$ cat config.mk
export PLATFORM = sky130hd
export DESIGN_NAME = wma_accum
export DESIGN_NICKNAME = d
export VERILOG_FILES = /design/src/rtl/weighted_moving_average_top_assert.svh /design/src/rtl/wma_pkg.sv /design/src/rtl/wma_window_ram.sv /design/src/rtl/wma_accum.sv
export SDC_FILE = /design/constraint.sdc
export NUM_CORES = 2
export LEC_CHECK = 0
export ABC_AREA = 1
export BUFFER_PORTS_ARGS = -buffer_cell sky130_fd_sc_hd__buf_2
export CAP_MARGIN = 20
export CELL_PAD_IN_SITES_DETAIL_PLACEMENT = 2
export CELL_PAD_IN_SITES_GLOBAL_PLACEMENT = 2
export CORE_UTILIZATION = 42
export DETAILED_ROUTE_END_ITERATION = 10
export GPL_TIMING_DRIVEN = 1
export PLACE_DENSITY_LB_ADDON = 0.1
export SKIP_LAST_GASP = 1
export SYNTH_ARGS = -nofsm -noshare
export SYNTH_HDL_FRONTEND = slang
export SYNTH_SLANG_ARGS = --single-unit
export TNS_END_PERCENT = 5
$ cat constraint.sdc
create_clock -name clock -period 8.29 [get_ports clock]
set_input_delay 0.829 -clock clock [delete_from_list [all_inputs] [get_ports clock]]
set_output_delay 0.829 -clock clock [all_outputs]
set_load 0.01 [all_outputs]
$ cat src/rtl/weighted_moving_average_top_assert.svh
// Assertion macros for the weighted moving average block.
// Both sample on the rising edge of clock and hold off while reset is high.
`ifndef WEIGHTED_MOVING_AVERAGE_TOP_ASSERT_SVH
`define WEIGHTED_MOVING_AVERAGE_TOP_ASSERT_SVH

// Condition that holds at every edge.
`define WMA_ASSERT_ALWAYS(label, cond, msg) \
   label: assert property (@(posedge clock) disable iff (reset) (cond)) else $error(msg);

// Antecedent at one edge implies the consequent at the next edge.
`define WMA_ASSERT_NEXT(label, ante, cons, msg) \
   label: assert property (@(posedge clock) disable iff (reset) (ante) |=> (cons)) \
      else $error(msg);

`endif

$ cat src/rtl/wma_pkg.sv
package wma_pkg;

   localparam int SAMPLE_W   = 32;
   localparam int SPAN_CSR_W = 7;
   localparam int QUOT_W     = 32;

   localparam logic [SPAN_CSR_W-1:0] SPAN_RESET = SPAN_CSR_W'(1);
   // largest quotient magnitude: an average of the most negative sample
   localparam logic [QUOT_W-1:0] QUOT_LIMIT = 32'h8000_0000;

   typedef struct packed {
      logic valid;
      logic neg;
   } wma_ctl_type;

endpackage

$ cat src/rtl/wma_window_ram.sv
module wma_window_ram #(
   parameter int DEPTH  = 64,
   parameter int ADDR_W = $clog2(DEPTH)
) (
   input  logic                                 clock,
   input  logic                                 wr_en,
   input  logic [ADDR_W-1:0]                    wr_addr,
   input  logic signed [wma_pkg::SAMPLE_W-1:0]  wr_data,
   input  logic                                 rd_en,
   input  logic [ADDR_W-1:0]                    rd_addr,
   output logic signed [wma_pkg::SAMPLE_W-1:0]  rd_data
);
   import wma_pkg::*;

   logic signed [SAMPLE_W-1:0] mem [0:DEPTH-1];
   logic signed [SAMPLE_W-1:0] rd_data_ff;

   // read returns the old word on a same-address write
   always_ff @(posedge clock) begin
      if (wr_en) begin
         mem[wr_addr] <= wr_data;
      end
      if (rd_en) begin
         rd_data_ff <= mem[rd_addr];
      end
   end

   assign rd_data = rd_data_ff;

endmodule

$ cat src/rtl/wma_accum.sv
module wma_accum #(
   parameter int MAX_SPAN = 64,
   parameter int SPAN_W   = $clog2(MAX_SPAN + 1),
   parameter int ADDR_W   = $clog2(MAX_SPAN),
   parameter int PSUM_W   = wma_pkg::SAMPLE_W + $clog2(MAX_SPAN),
   parameter int WSUM_W   = wma_pkg::SAMPLE_W + $clog2(MAX_SPAN * (MAX_SPAN + 1) / 2 + 1)
) (
   input  logic                                 clock,
   input  logic                                 reset,
   input  logic [SPAN_W-1:0]                    eff_span,
   input  logic                                 restart,
   input  logic                                 req_valid,
   output logic                                 req_ready,
   input  logic signed [wma_pkg::SAMPLE_W-1:0]  req_sample,
   input  logic                                 req_first,
   output logic                                 sum_valid,
   input  logic                                 sum_ready,
   output logic signed [WSUM_W-1:0]             sum_weighted
);
   import wma_pkg::*;

   logic                          accept;
   logic                          clear;
   logic                          clr_ff;
   logic [SPAN_W-1:0]             fill_ff;
   logic [SPAN_W-1:0]             fill_in;
   logic [SPAN_W-1:0]             fill_cur;
   logic [SPAN_W-1:0]             fill_inc;
   logic [ADDR_W-1:0]             wpos_ff;
   logic [ADDR_W-1:0]             wpos_in;
   logic [ADDR_W-1:0]             wpos_cur;
   logic [SPAN_W-1:0]             wpos_wide;
   logic [SPAN_W-1:0]             old_wide;
   logic [ADDR_W-1:0]             old_addr;
   logic                          full;
   logic                          emit;
   logic [SPAN_W-1:0]             weight;
   logic signed [SPAN_W:0]        weight_s;
   logic signed [SPAN_W+SAMPLE_W:0] prod_full;

   logic                          s1_valid_ff;
   logic                          s1_full_ff;
   logic                          s1_emit_ff;
   logic                          s1_clear_ff;
   logic signed [WSUM_W-1:0]      s1_prod_ff;
   logic signed [SAMPLE_W-1:0]    s1_sample_ff;
   logic signed [SAMPLE_W-1:0]    oldest;
   logic                          s1_ready;
   logic                          s1_move;
   logic                          s2_ready;

   logic                          sum_valid_ff;
   logic signed [PSUM_W-1:0]      psum_ff;
   logic signed [PSUM_W-1:0]      psum_in;
   logic signed [PSUM_W-1:0]      psum_base;
   logic signed [WSUM_W-1:0]      wsum_ff;
   logic signed [WSUM_W-1:0]      wsum_in;
   logic signed [WSUM_W-1:0]      wsum_base;

   always_comb begin
      s2_ready  = !sum_valid_ff || sum_ready;
      s1_ready  = !s1_valid_ff || s2_ready;
      req_ready = s1_ready;
      accept    = req_valid && s1_ready;
      s1_move   = s1_valid_ff && s2_ready;
   end

   // window bookkeeping at the accept edge
   always_comb begin
      clear     = req_first || clr_ff;
      fill_cur  = clear ? '0 : fill_ff;
      wpos_cur  = clear ? '0 : wpos_ff;
      full      = fill_cur >= eff_span;
      fill_inc  = fill_cur + SPAN_W'(1);
      emit      = full || (fill_inc == eff_span);
      fill_in   = full ? fill_cur : fill_inc;
      weight    = full ? eff_span : fill_inc;
      weight_s  = signed'({1'b0, weight});
      prod_full = weight_s * req_sample;
      wpos_in   = (wpos_cur == ADDR_W'(MAX_SPAN - 1)) ? '0 : wpos_cur + ADDR_W'(1);
      wpos_wide = SPAN_W'(wpos_cur);
      if (wpos_wide >= eff_span) begin
         old_wide = wpos_wide - eff_span;
      end else begin
         old_wide = wpos_wide + SPAN_W'(MAX_SPAN) - eff_span;
      end
      old_addr = old_wide[ADDR_W-1:0];
   end

   always_ff @(posedge clock) begin
      if (reset) begin
         clr_ff  <= 1'b0;
         fill_ff <= '0;
         wpos_ff <= '0;
      end else begin
         if (restart) begin
            clr_ff <= 1'b1;
         end else if (accept) begin
            clr_ff <= 1'b0;
         end
         if (accept) begin
            fill_ff <= fill_in;
            wpos_ff <= wpos_in;
         end
      end
   end

   always_ff @(posedge clock) begin
      if (reset) begin
         s1_valid_ff <= 1'b0;
      end else if (s1_ready) begin
         s1_valid_ff <= req_valid;
      end
   end

   always_ff @(posedge clock) begin
      if (accept) begin
         s1_full_ff   <= full;
         s1_emit_ff   <= emit;
         s1_clear_ff  <= clear;
         s1_prod_ff   <= WSUM_W'(prod_full);
         s1_sample_ff <= req_sample;
      end
   end

   wma_window_ram #(
      .DEPTH  (MAX_SPAN),
      .ADDR_W (ADDR_W)
   ) u_ram (
      .clock   (clock),
      .wr_en   (accept),
      .wr_addr (wpos_cur),
      .wr_data (req_sample),
      .rd_en   (accept),
      .rd_addr (old_addr),
      .rd_data (oldest)
   );

   // W' = W - P + span*x and P' = P - oldest + x once full
   always_comb begin
      psum_base = s1_clear_ff ? '0 : psum_ff;
      wsum_base = s1_clear_ff ? '0 : wsum_ff;
      wsum_in   = wsum_base - (s1_full_ff ? WSUM_W'(psum_base) : WSUM_W'(0)) + s1_prod_ff;
      psum_in   = psum_base - (s1_full_ff ? PSUM_W'(oldest) : PSUM_W'(0))
                  + PSUM_W'(s1_sample_ff);
   end

   always_ff @(posedge clock) begin
      if (reset) begin
         sum_valid_ff <= 1'b0;
         psum_ff      <= '0;
         wsum_ff      <= '0;
      end else begin
         if (s2_ready) begin
            sum_valid_ff <= s1_valid_ff && s1_emit_ff;
         end
         if (s1_move) begin
            psum_ff <= psum_in;
            wsum_ff <= wsum_in;
         end
      end
   end

   assign sum_valid    = sum_valid_ff;
   assign sum_weighted = wsum_ff;

endmodule

==> impl_results.md <==
* Outcome: finished clean
* Yosys top cell by area: edfxtp_1
* Met1 Usage GRT at between 40% and 50%
* Fin. max-slew vios at 0
* Most frequent cell after synthesis: nor2_1
* Placer Congestion at 0.865
* Initial antenna violation count at 28
* Relative slew slack at 22.3%
* Die area at 259000 um2
* Combinational share of power at 26.7%
* Routed wire per std cell at 29.6 um
* Pin count of the biggest net entering global routing at around 190
* Met2 Resource Use GR at 55.2%
* Switching share of power at between 30% and 40%
* Vias in the first global route at 89700
* Final setup TNS at 0 ns
* Setup Buffers After CTS at 0
* WP buf/inv at 8
* Total power at 32.8 mW
* Synthesized area per cell at 10.1 um2
* Layout area overhead at 11.9%
* Drt via density at about 5.7
* Core area at approximately 250000 um2
* Netlist Area Pre-Place at 108000 um2
* Tot GR Track Use at 32.4%
* Cells taking the most area after synthesis: edfxtp_1, nor2_1, o21ai_0, nand2_1, fa_1
* Critical Path End Type: register
* Primary FF master, synth: edfxtp_1
* Die H at 509 um
* Synth Net Count at 11200
* Total vias in the final route at roughly 82000
* Post-synthesis cell count at between 10000 and 15000
* Commonest cells post-synth: nor2_1, edfxtp_1, nand2_1
* Async set-reset flop share out of synthesis at 0%
* Clk pwr share at 33.8%
* Initial core utilization at a little over two fifths
* First-pass GRT wire length at roughly 610 mm
* CTS tree: done
* EDFF count, synth at around 2200
* Reg area at 66700 um2
* Busiest metal layer after global routing: met2
* Critical Path RT at 8.92 ns
* CTS clk-pin slew, worst paths at 0.06 ns
* # IOs at 91
* Clock Latency Late Sink at slightly below 1 ns
* IO buf count at 90
* Net count, final at 11200
* Slew of the pin with the lowest slew margin at between 1 and 1.5 ns
* Worst path max stage delay at 0.62 ns
* Yosys warnings at 0
* Count of unique library cells instantiated by Yosys at 44
* Cell leakage power at approximately 47 nW
* ANT nets after route at 0
* CTS Buffer Depth at 4
* Register bit total from synthesis at ~2300
* Chip width at about 510 um
* Post-CTS Resized at 0
* Drc violations at 0
* Worst Path Arrival at 8.00 ns
* Met3 usage at 3.91%
* First-pass DRT Iterations at 6
* Multi-input logic area at 35100 um2
* Post-DP HPWL at between 200 and 300 mm
* Total clock sinks at 2253
* TritonCTS Buffers at 248
* Internal at 21.4 mW
* Final setup vio count at 0
* CTS root buf: clkbuf_16
* Share of post-route cells with drive strength above 1 at under 10%
* Layout fillers at 26200
* Critical path's top delay family: adder cells
* Worst VDD drop at 0.000230 V
* Period utilization at 88.9%
* Switching Power at 11.4 mW
* Final Critical Period at about 7.4 ns
* Pwr dens at approximately 270 nW/um2
* Grt total ovfl at 0
* Htree depth at 4
* Clk_skew at 0.106 ns
* Fmax at 136 MHz
* Site Rows at 185
* Hold Path Class: input port to register
* Slowest cell on crit path: nand2_2
* Unrepaired setup endpoints after global routing: false
* Hold Fails Final Rpt at 0
* Most frequent CP cell: nand2_1
* Area fraction of the dominant cell type after synthesis at 59.9%
* CP Class: register to register
* Worst-path fanout max at 21
* Hold_buf cts at 0
* Routed WL at approximately 420 mm
* Seq pwr share at 39.4%
* Setup crit start kind: register
* DRT iter0 DRCs at 7082
* Post-synthesis sequential area ratio at roughly three fifths
* Max cap viols at 0
==> flip-flops by register name (all words and copies together), names as in the netlist <==
name	cells
clr_ff	1
fill_ff	7
psum_ff	38
s1_clear_ff	1
s1_emit_ff	1
s1_full_ff	1
s1_prod_ff	40
s1_sample_ff	32
s1_valid_ff	1
sum_valid	1
sum_weighted	44
u_ram.mem	2048
u_ram.rd_data	32
wpos_ff	6
==> placed cells by master, fill, tap and decap left out, drive strengths merged, types with 114 or more instances in the layout <==
master	synthesis	routed
a21oi	137	137
fa	247	247
nor2	2327	2327
nand2	1608	1608
inv	1190	1198
clkbuf	276	297
edfxtp	2155	2155
nand3	336	336
clkinv	4	114
o21ai	1686	1686
ha	173	173
buf	235	297
==> routing by layer <==
metal,wire length (um),part of all wire (%),up-vias
met4,20400,4.8,6
met3,23000,5.4,707
li1,-,-,35700
met1,174000,41,43000
met2,206000,49,2580
met5,96,0.023,-
==> worst reg2reg max path: cells and delay by family, from the launching register on <==
kind	cells	cell delay, ns
and+or+nand+nor	17	2.72
buffers and inverters	8	1.11
adders and majority gates	6	2.75
AOI/OAI and AO/OA	1	0.17
DFF	1	0.35
==> through the flow <==
step	cells	utilization (%)	hold WS, ns	area, um2	worst slack, ns
after floorplan	10700	-	0.449	108000	2.28
after global placement	13900	44.3	0.464	113000	0.487
after detailed placement	13900	44.3	0.488	113000	0.394
after CTS	14300	47.4	0.108	121000	0.929
after global routing	14300	47.4	0.151	121000	0.441
final	14300	47.4	0.160	121000	0.920
==> cells by family (layout without fill, tap and decap cells) <==
| logic type | count (synthesis) | after routing | synth area share [%] |
|---|---|---|---|
| xor gates and xnor gates | 84 | 84 | 0.688 |
| AOI/OAI and AO/OA | 1921 | 1921 | 9.06 |
| buffers and inverters | 1705 | 1945 | 6.27 |
| and+or+nand+nor | 4328 | 4328 | 15.7 |
| adders and majority gates | 420 | 420 | 6.58 |
| DFF | 2253 | 2253 | 61.8 |
| other | 0 | 11 | 0 |
==> final timing paths <==
check | slack [ns] | to | cells after the start | from
min reg2reg | 0.50 | sum_valid | 2 | s1_valid_ff
max | 0.92 | s1_prod_ff[39] | 32 | clr_ff
min | 0.16 | clr_ff | 3 | restart
max reg2reg | 0.92 | s1_prod_ff[39] | 32 | clr_ff
==> power groups by stage <==
stage          Sequential, mW  Combinational (mW)  Clock (mW)
2_1_floorplan            13.1                5.28           0
3_3_place_gp             13.2                8.32           0
3_5_place_dp             13.2                8.68           0
4_1_cts                  12.9                8.80        11.2
5_1_grt                  12.9                9.65        11.6
6_report                 12.9                8.77        11.1
==> cell type report <==
class,count,share of cell area (%)
antenna,11,0.0228
clock inverter,157,1.22
multi-input combinational,6753,29.0
tap,3366,3.48
timing repair buffer,297,2.03
inverter,1194,3.74
clock buffer,297,5.32
sequential,2253,55.2
(Power assumes the default switching activity.)
