### src/rtl/weighted_moving_average_top_assert.svh
// Assertion macros for the weighted moving average block.
// Both sample on the rising edge of clock and hold off while reset is high.
`ifndef WEIGHTED_MOVING_AVERAGE_TOP_ASSERT_SVH
`define WEIGHTED_MOVING_AVERAGE_TOP_ASSERT_SVH

// Condition that holds at every edge.
`define WMA_ASSERT_ALWAYS(label, cond, msg) \
   label: assert property (@(posedge clock) disable iff (reset) (cond)) else $error(msg);

// Antecedent at one edge implies the consequent at the next edge.
`define WMA_ASSERT_NEXT(label, ante, cons, msg) \
   label: assert property (@(posedge clock) disable iff (reset) (ante) |=> (cons)) \
      else $error(msg);

`endif

### src/rtl/wma_pkg.sv
package wma_pkg;

   localparam int SAMPLE_W   = 32;
   localparam int SPAN_CSR_W = 7;
   localparam int QUOT_W     = 32;

   localparam logic [SPAN_CSR_W-1:0] SPAN_RESET = SPAN_CSR_W'(1);
   // largest quotient magnitude: an average of the most negative sample
   localparam logic [QUOT_W-1:0] QUOT_LIMIT = 32'h8000_0000;

   typedef struct packed {
      logic valid;
      logic neg;
   } wma_ctl_type;

endpackage

### src/rtl/wma_div_cell.sv
module wma_div_cell #(
   parameter int REM_W = 44
) (
   input  logic                         clock,
   input  logic                         reset,
   input  wma_pkg::wma_ctl_type         up_ctl,
   output logic                         up_ready,
   input  logic [REM_W-1:0]             up_rem,
   input  logic [REM_W-1:0]             up_dshift,
   input  logic [wma_pkg::QUOT_W-1:0]   up_quot,
   output wma_pkg::wma_ctl_type         dn_ctl,
   input  logic                         dn_ready,
   output logic [REM_W-1:0]             dn_rem,
   output logic [REM_W-1:0]             dn_dshift,
   output logic [wma_pkg::QUOT_W-1:0]   dn_quot
);
   import wma_pkg::*;

   wma_ctl_type         ctl_ff;
   logic                take;
   logic [REM_W-1:0]    rem_ff;
   logic [REM_W-1:0]    rem_in;
   logic [REM_W-1:0]    dshift_ff;
   logic [REM_W-1:0]    dshift_in;
   logic [QUOT_W-1:0]   quot_ff;
   logic [QUOT_W-1:0]   quot_in;

   // one restoring step: subtract the shifted divisor if it fits
   always_comb begin
      up_ready  = !ctl_ff.valid || dn_ready;
      take      = up_rem >= up_dshift;
      rem_in    = take ? up_rem - up_dshift : up_rem;
      quot_in   = {up_quot[QUOT_W-2:0], take};
      dshift_in = up_dshift >> 1;
   end

   always_ff @(posedge clock) begin
      if (reset) begin
         ctl_ff <= '0;
      end else if (up_ready) begin
         ctl_ff <= up_ctl;
      end
   end

   always_ff @(posedge clock) begin
      if (up_ready) begin
         rem_ff    <= rem_in;
         dshift_ff <= dshift_in;
         quot_ff   <= quot_in;
      end
   end

   assign dn_ctl    = ctl_ff;
   assign dn_rem    = rem_ff;
   assign dn_dshift = dshift_ff;
   assign dn_quot   = quot_ff;

endmodule

### config.mk
export PLATFORM = sky130hd
export DESIGN_NAME = wma_div_cell
export DESIGN_NICKNAME = d
export VERILOG_FILES = /design/src/rtl/weighted_moving_average_top_assert.svh /design/src/rtl/wma_pkg.sv /design/src/rtl/wma_div_cell.sv
export SDC_FILE = /design/constraint.sdc
export NUM_CORES = 1
export LEC_CHECK = 0
export BUFFER_PORTS_ARGS = -buffer_cell sky130_fd_sc_hd__buf_4
export CORE_UTILIZATION = 46
export DETAILED_ROUTE_END_ITERATION = 8
export PLACE_DENSITY = 0.75
export SLEW_MARGIN = 20
export SYNTH_ARGS = -nofsm -noshare
export SYNTH_HDL_FRONTEND = slang
export SYNTH_SLANG_ARGS = --single-unit
### constraint.sdc
create_clock -name clock -period 5.76 [get_ports clock]
set_input_delay 0.864 -clock clock [delete_from_list [all_inputs] [get_ports clock]]
set_output_delay 0.864 -clock clock [all_outputs]
set_load 0.03 [all_outputs]
==> metrics.md, run 1 <==
| Metric | Value |
|---|---|
| WP data arrival | `3900 ps` |
| Commonest non-fill, non-tap cell in the layout | `buf_4` |
| Final Total Pwr | `roughly 3000 uW` |
| Leading area contributor after synthesis | `edfxtp_1` |
| Critical Path End Type | `register` |
| Worst hold start | `dn_ctl[0]` |
| Post-CTS setup repair buffer count | `0` |
| Top cells by area, synth | `edfxtp_1 52%, ha_1 8.0%, a21oi_1 5.7%` |
| CP Launch Type | `input port` |
| Total CTS buffers | `17` |
| Drt drc | `0` |
| Reg2Reg Setup Slack | `roughly 3700 ps` |
| Clk_skew | `between 7 and 8 ps` |
| Clock transition at the registers of the reported paths | `~60 ps` |
| Max-slew headroom | `0.439` |
| #FFs+latches synth | `approximately 120` |
| DRT iter0 DRCs | `between 300 and 400` |
| Final hold violations | `0` |
| Synthesized instance count | `between 600 and 700` |
| Die H | `about 120 um` |
| H-tree depth | `4` |
| Fraction of layout cells with a size suffix above 1 | `0.339` |
| Die Area | `15500 sq um` |
| Routed vias | `~5700` |
| # rows | `44` |
| CP cell instances | `buf_4, ha_1, and3_4, nand3_2, or4_1, nor4_1, nor3_1, a21oi_4, buf_12, nor4b_1, nor3_2` |
| Period utilization | `0.649` |
| Power per Cell Area | `318 nW/um^2` |
| # IOs | `248` |
| Pleak | `between 0.004 and 0.005 uW` |
| Reg2reg path depth | `4` |
| Antenna-violating nets left | `0` |
| Max Cap Viol | `0` |
| Wire per inst | `between 15 and 20 um` |
| Critical path's slowest cell | `or4_1` |
| Mapped cell area | `6900 sq um` |
| Largest net degree at the start of global routing | `68` |
| Max VDD drop | `about 0.00018 V` |
| GRT Util Overall | `0.228` |
| Critical R2R Launch | `dn_ctl[1]` |
| Outcome | `completed` |
| Setup CP Type | `input port to register` |
| GPL Wtd Cong | `0.902` |
| Cell variety after synth | `60` |
| Unrepaired setup endpoints after global routing | `no` |
| Yosys top cell area share | `0.518` |
| Pre-CTS WS | `roughly 1600 ps` |
| Synthesized area per cell | `roughly 11 sq um` |
| Commonest cells after routing, fill and taps aside | `246 x buf_4, 119 x edfxtp_1, 79 x a21oi_1` |
| # setup viols final | `0` |
| CTS Hold Buffers Added | `0` |
| Hold endpoint | `dn_ctl[0]` |
| Skew-Pair Late Insertion Delay | `around 420 ps` |
| Initial antenna violation count | `0` |
| Slew @ Worst Pin | `between 800 and 900 ps` |
| Final Max Tran Viols | `0` |
| N_diodes | `0` |
| Post-synthesis sequential area ratio | `0.524` |
| Post-synth ARST share | `0` |
| Dominant register cell in the synthesized netlist | `edfxtp_1` |
| Setup Total Neg Slack | `0 ps` |
| Die X | `around 120 um` |
| CP peak stage delay | `540 ps` |
| Fin util | `0.653` |
| Reg-to-reg endpoint | `dn_ctl[0]` |
| Core area | `roughly 15000 sq um` |
| Initial Util | `0.473` |
| Drt pass-1 iters | `4` |
| GRT overflow | `0` |
| Syn nets | `810` |
| Req. time, crit path | `5920 ps` |
| Synth-to-Final Area Change | `38.1%` |
| DPL Wire Length | `13200 um` |
| Fin worst setup slack | `between 2000 and 2500 ps` |
| First-pass GRT wire length | `about 28000 um` |
| Fin crit period | `~3700 ps` |
| Nets | `around 1100` |
| Final WL | `17400 um` |
| Vias in the first global route | `between 5000 and 6000` |
| FMAX | `roughly 270 MHz` |
| Clock sinks | `around 120` |
| Hold Crit Depth | `2` |
| Max FO, Critical Path | `67` |
| CTS tree | `yes` |
| Vias per std cell | `between 5 and 6` |
| Post-cts resize count | `0` |
| Clock Tree Buf Depth | `2` |
| Number of synthesized flops with an enable pin | `about 120` |
| Hold Path Class | `register to register` |
| # port buffers | `245` |
| Clk root buf | `clkbuf_16` |
| Synth Warn # | `0` |
-- sequential cells by signal, indices dropped and copies added, names as in the netlist --
register,count
dn_rem,44
dn_ctl,2
dn_quot,32
dn_dshift,43
-- where the power goes --
group	switching [uW]	leakage (uW)	internal [uW]	total, uW
clock network	402	0.000287	725	1130
logic	484	0.00276	320	804
registers	24.7	0.00125	1080	1100
total	911	0.00429	2120	3030
-- cells in the mapped netlist, drive strengths merged, types with 4 or more instances --
master	instances
nand4	7
nand3	8
edfxtp	119
nor3	10
mux2	10
a21oi	80
xnor2	22
buf	12
nor2	72
inv	52
o21bai	8
nor4	4
o21ai	27
and2	4
a211oi	5
and3	9
xor2	16
nand2	39
a21o	16
nor2b	9
o21a	8
ha	44
a31oi	4
clkbuf	9
o31ai	5
nand2b	5
-- area by class of cell --
class                      count  area [sq um]
clock buffer                  18           429
clock inverter                14           196
fill                        1181          5060
inverter                      52           195
multi-input combinational    446          3000
sequential                   121          3610
tap                          184           230
timing repair buffer         247          1870
-- through the flow --
| step | hold slack [ps] | cells | instance area [sq um] |
|---|---|---|---|
| after floorplan | 631 | 640 | 6900 |
| after global placement | 480 | 1050 | 8910 |
| after detailed placement | 487 | 1050 | 8910 |
| after CTS | 507 | 1082 | 9530 |
| after global routing | 528 | 1082 | 9530 |
| final | 505 | 1082 | 9530 |
-- logic make-up after synthesis --
logic type,share of synthesized area
other,0.000543
adder cells (fa/ha/maj),0.0827
multiplexers,0.0178
buffers and inverters,0.0437
AND/OR/NAND/NOR,0.118
AO/OA/AOI/OAI,0.165
XOR/XNOR,0.0482
flip-flops,0.524
-- metal layers --
layer	share of wire	up-vias	GRT usage
met2	0.48	213	0.377
met4	0.0093	0	0.0567
met1	0.45	2669	0.295
li1	-	2821	-
met5	0	-	0
met3	0.062	16	0.0614
-- critical path, delay by kind of cell --
kind	cells	cell delay [ps]
compound gates	1	460
fa+ha+maj	1	420
buf+inv	2	460
simple gates	7	1670
-- how the worst max path moves through the flow --
stage,startpoint,to,slack (ps),cells past startpoint
final,up_rem[17],dn_rem[39],2020,11
after global routing,up_dshift[17],dn_rem[42],1760,13
after CTS,up_rem[17],dn_rem[39],2020,11
after detailed placement,up_rem[17],dn_rem[39],1590,11
after global placement,up_dshift[17],dn_rem[39],1630,12
after floorplan,dn_ready,up_ready,900,1
Note: power is estimated with default switching activity, not from simulation.
==> run 2, diff against run 1 <==
clock period = 3.5 ns   (was 5.76 ns; I/O delays follow)
==> run 2 against run 1 <==
Combinational power is 69% higher. Largest power group is now sequential cells. Sequential share of layout area is 0.49 points lower. Clock power is 54% higher. Power is 62% higher. Highest routed layer unchanged. Critical path depth is 3 higher. First-iteration DRC count is 0.32% higher.
==> metrics.md, run 2 (same netlist as run 1, synthesis figures left out) <==
| Metric | Value |
|---|---|
| Outcome | `completed` |
| Core area | `14600 sq um (unchanged)` |
| Fin crit period | `between 2000 and 3000 ps` |
| Reg2Reg Setup Slack | `2030 ps (-1650 ps)` |
| Pleak | `0.00439 uW (+2.2%)` |
| Wire per inst | `15.8 um (-1.5%)` |
| Drt pass-1 iters | `5 (+1)` |
| Clock sinks | `121 (unchanged)` |
| First-pass GRT wire length | `27700 um (-1.5%)` |
| Max Cap Viol | `0 (unchanged)` |
| Period utilization | `0.845` |
| Commonest cells after routing, fill and taps aside | `262 x buf_4, 119 x edfxtp_1, 79 x a21oi_1` |
| CP cell instances | `buf_4, inv_1, ha_1, fa_1, nor2b_4, o31ai_4, a211oi_1, a211o_4, a31oi_2, buf_4, o31ai_1, a21oi_1, xor2_1, a21oi_1` |
| H-tree depth | `4 (unchanged)` |
| Final Instance Area | `9660 sq um (+1.3%)` |
| Setup Total Neg Slack | `0 ps (unchanged)` |
| Final WL | `17400 um (+0.12%)` |
| N_diodes | `0 (unchanged)` |
| Nets | `1073 (+1.7%)` |
| CTS tree | `yes` |
| Max VDD drop | `0.000310 V (+73%)` |
| CP Launch Type | `input port` |
| Commonest non-fill, non-tap cell in the layout | `buf_4` |
| Antenna-violating nets left | `0 (unchanged)` |
| Setup CP Type | `input port to register` |
| # rows | `44 (unchanged)` |
| Fraction of layout cells with a size suffix above 1 | `0.354 (+0.0152)` |
| Skew-Pair Late Insertion Delay | `420 ps (about the same)` |
| Drt drc | `0 (unchanged)` |
| Die Area | `15500 sq um (unchanged)` |
| Req. time, crit path | `3670 ps (-2250 ps)` |
| Post-DP Area | `9070 sq um (+1.8%)` |
| CP peak stage delay | `450 ps (-90 ps)` |
| WP data arrival | `3130 ps (-770 ps)` |
| Max reg flops | `44 (unchanged)` |
| Final hold violations | `0 (unchanged)` |
| Vias in the first global route | `5535 (-0.45%)` |
| FMAX | `about 340 MHz` |
| Vias per std cell | `5.24 (-0.79%)` |
| Die X | `124 um (unchanged)` |
| Initial antenna violation count | `0 (unchanged)` |
| DRT iter0 DRCs | `314 (+0.32%)` |
| Unrepaired setup endpoints after global routing | `no` |
| DPL Wire Length | `13500 um (+2.2%)` |
| Post-cts resize count | `0 (unchanged)` |
| Hold Path Class | `input port to register` |
| Critical Path End Type | `register` |
| Total CTS buffers | `17 (unchanged)` |
| Synth-to-Final Area Change | `39.9%` |
| Clk_skew | `4.63 ps (-3.10 ps)` |
| # IOs | `248 (unchanged)` |
| Largest net degree at the start of global routing | `66 (-2.9%)` |
| GRT overflow | `0 (unchanged)` |
| CTS Hold Buffers Added | `0 (unchanged)` |
| Post-CTS setup repair buffer count | `0 (unchanged)` |
| Clock transition at the registers of the reported paths | `60 ps (about the same)` |
| GPL Wtd Cong | `0.925 (+2.5%)` |
| Final Max Tran Viols | `0 (unchanged)` |
| # port buffers | `245 (unchanged)` |
| Die H | `124 um (unchanged)` |
| # setup viols final | `0 (unchanged)` |
| Max FO, Critical Path | `5 (-93%)` |
| Max-slew headroom | `0.627 (+0.188)` |
| Power per Cell Area | `508 nW/um^2 (+60%)` |
| Clk root buf | `clkbuf_16` |
| Routed vias | `5768 (+0.86%)` |
| GRT Util Overall | `0.226 (-0.00155)` |
| Slew @ Worst Pin | `545 ps (-296 ps)` |
| Clock Tree Buf Depth | `2 (unchanged)` |
| Critical path's slowest cell | `fa_1` |
| Initial Util | `0.473 (unchanged)` |
-- run 2: cell count changes in the layout (fill, tap and decap cells not counted) --
| cell | change |
|---|---|
| clkinv_4 | +2 |
| clkinv_1 | -1 |
| inv_6 | +3 |
| clkinvlp_4 | -3 |
| clkinv_2 | +2 |
| bufinv_16 | -2 |
| clkbuf_1 | -1 |
| buf_4 | +16 |
| buf_12 | +2 |
-- run 2: power breakdown --
part           total [uW]  internal, uW  switching, uW  leakage (uW)
logic                1360           556            800       0.00285
registers            1810          1770           40.9       0.00125
clock network        1740          1060            683      0.000285
total                4910          3380           1520       0.00439
-- run 2: cell type report --
class / count / area, sq um
repair buffers: 265 / 2030
flip-flops and latches: 121 / 3610
well taps: 184 / 230
clock buffers: 17 / 425
fillers: 1188 / 4930
multi-input cells: 446 / 3000
inverters: 52 / 195
clock inverters: 15 / 164
-- run 2: final timing paths --
check / from / to / cells after the start
hold reg to reg: dn_ctl[0] / dn_ctl[0] / 2
hold / removal: reset / dn_ctl[1] / 2
setup reg to reg: dn_ctl[1] / dn_rem[0] / 2
setup / recovery: up_rem[0] / dn_rem[32] / 14
-- run 2: routing by layer --
metal  part of all wire  GRT usage  vias to the layer above
met3              0.069     0.0580                       24
met1               0.42      0.284                     2637
met4              0.017     0.0829                        0
met5                  0          0                        -
met2               0.49      0.375                      241
li1                   -          -                     2866
-- run 2: per-stage QoR --
stage | power [uW] | instances | setup WS [ps] | hold slack [ps] | util
2_1_floorplan | 2700 | 640 | 570 | 594 | -
3_5_place_dp | 3190 | 1068 | 154 | 495 | 0.621
6_report | 4910 | 1100 | 541 | 266 | 0.662
4_1_cts | 4950 | 1100 | 582 | 251 | 0.662
3_3_place_gp | 3180 | 1068 | 200 | 488 | 0.621
5_1_grt | 5120 | 1100 | 375 | 260 | 0.662
-- run 2: worst max-delay path: cells and delay by family --
kind | cells | cell delay (ps)
compound gates | 7 | 1290
simple gates | 1 | 170
xor+xnor | 1 | 160
buf+inv | 3 | 300
fa+ha+maj | 2 | 670
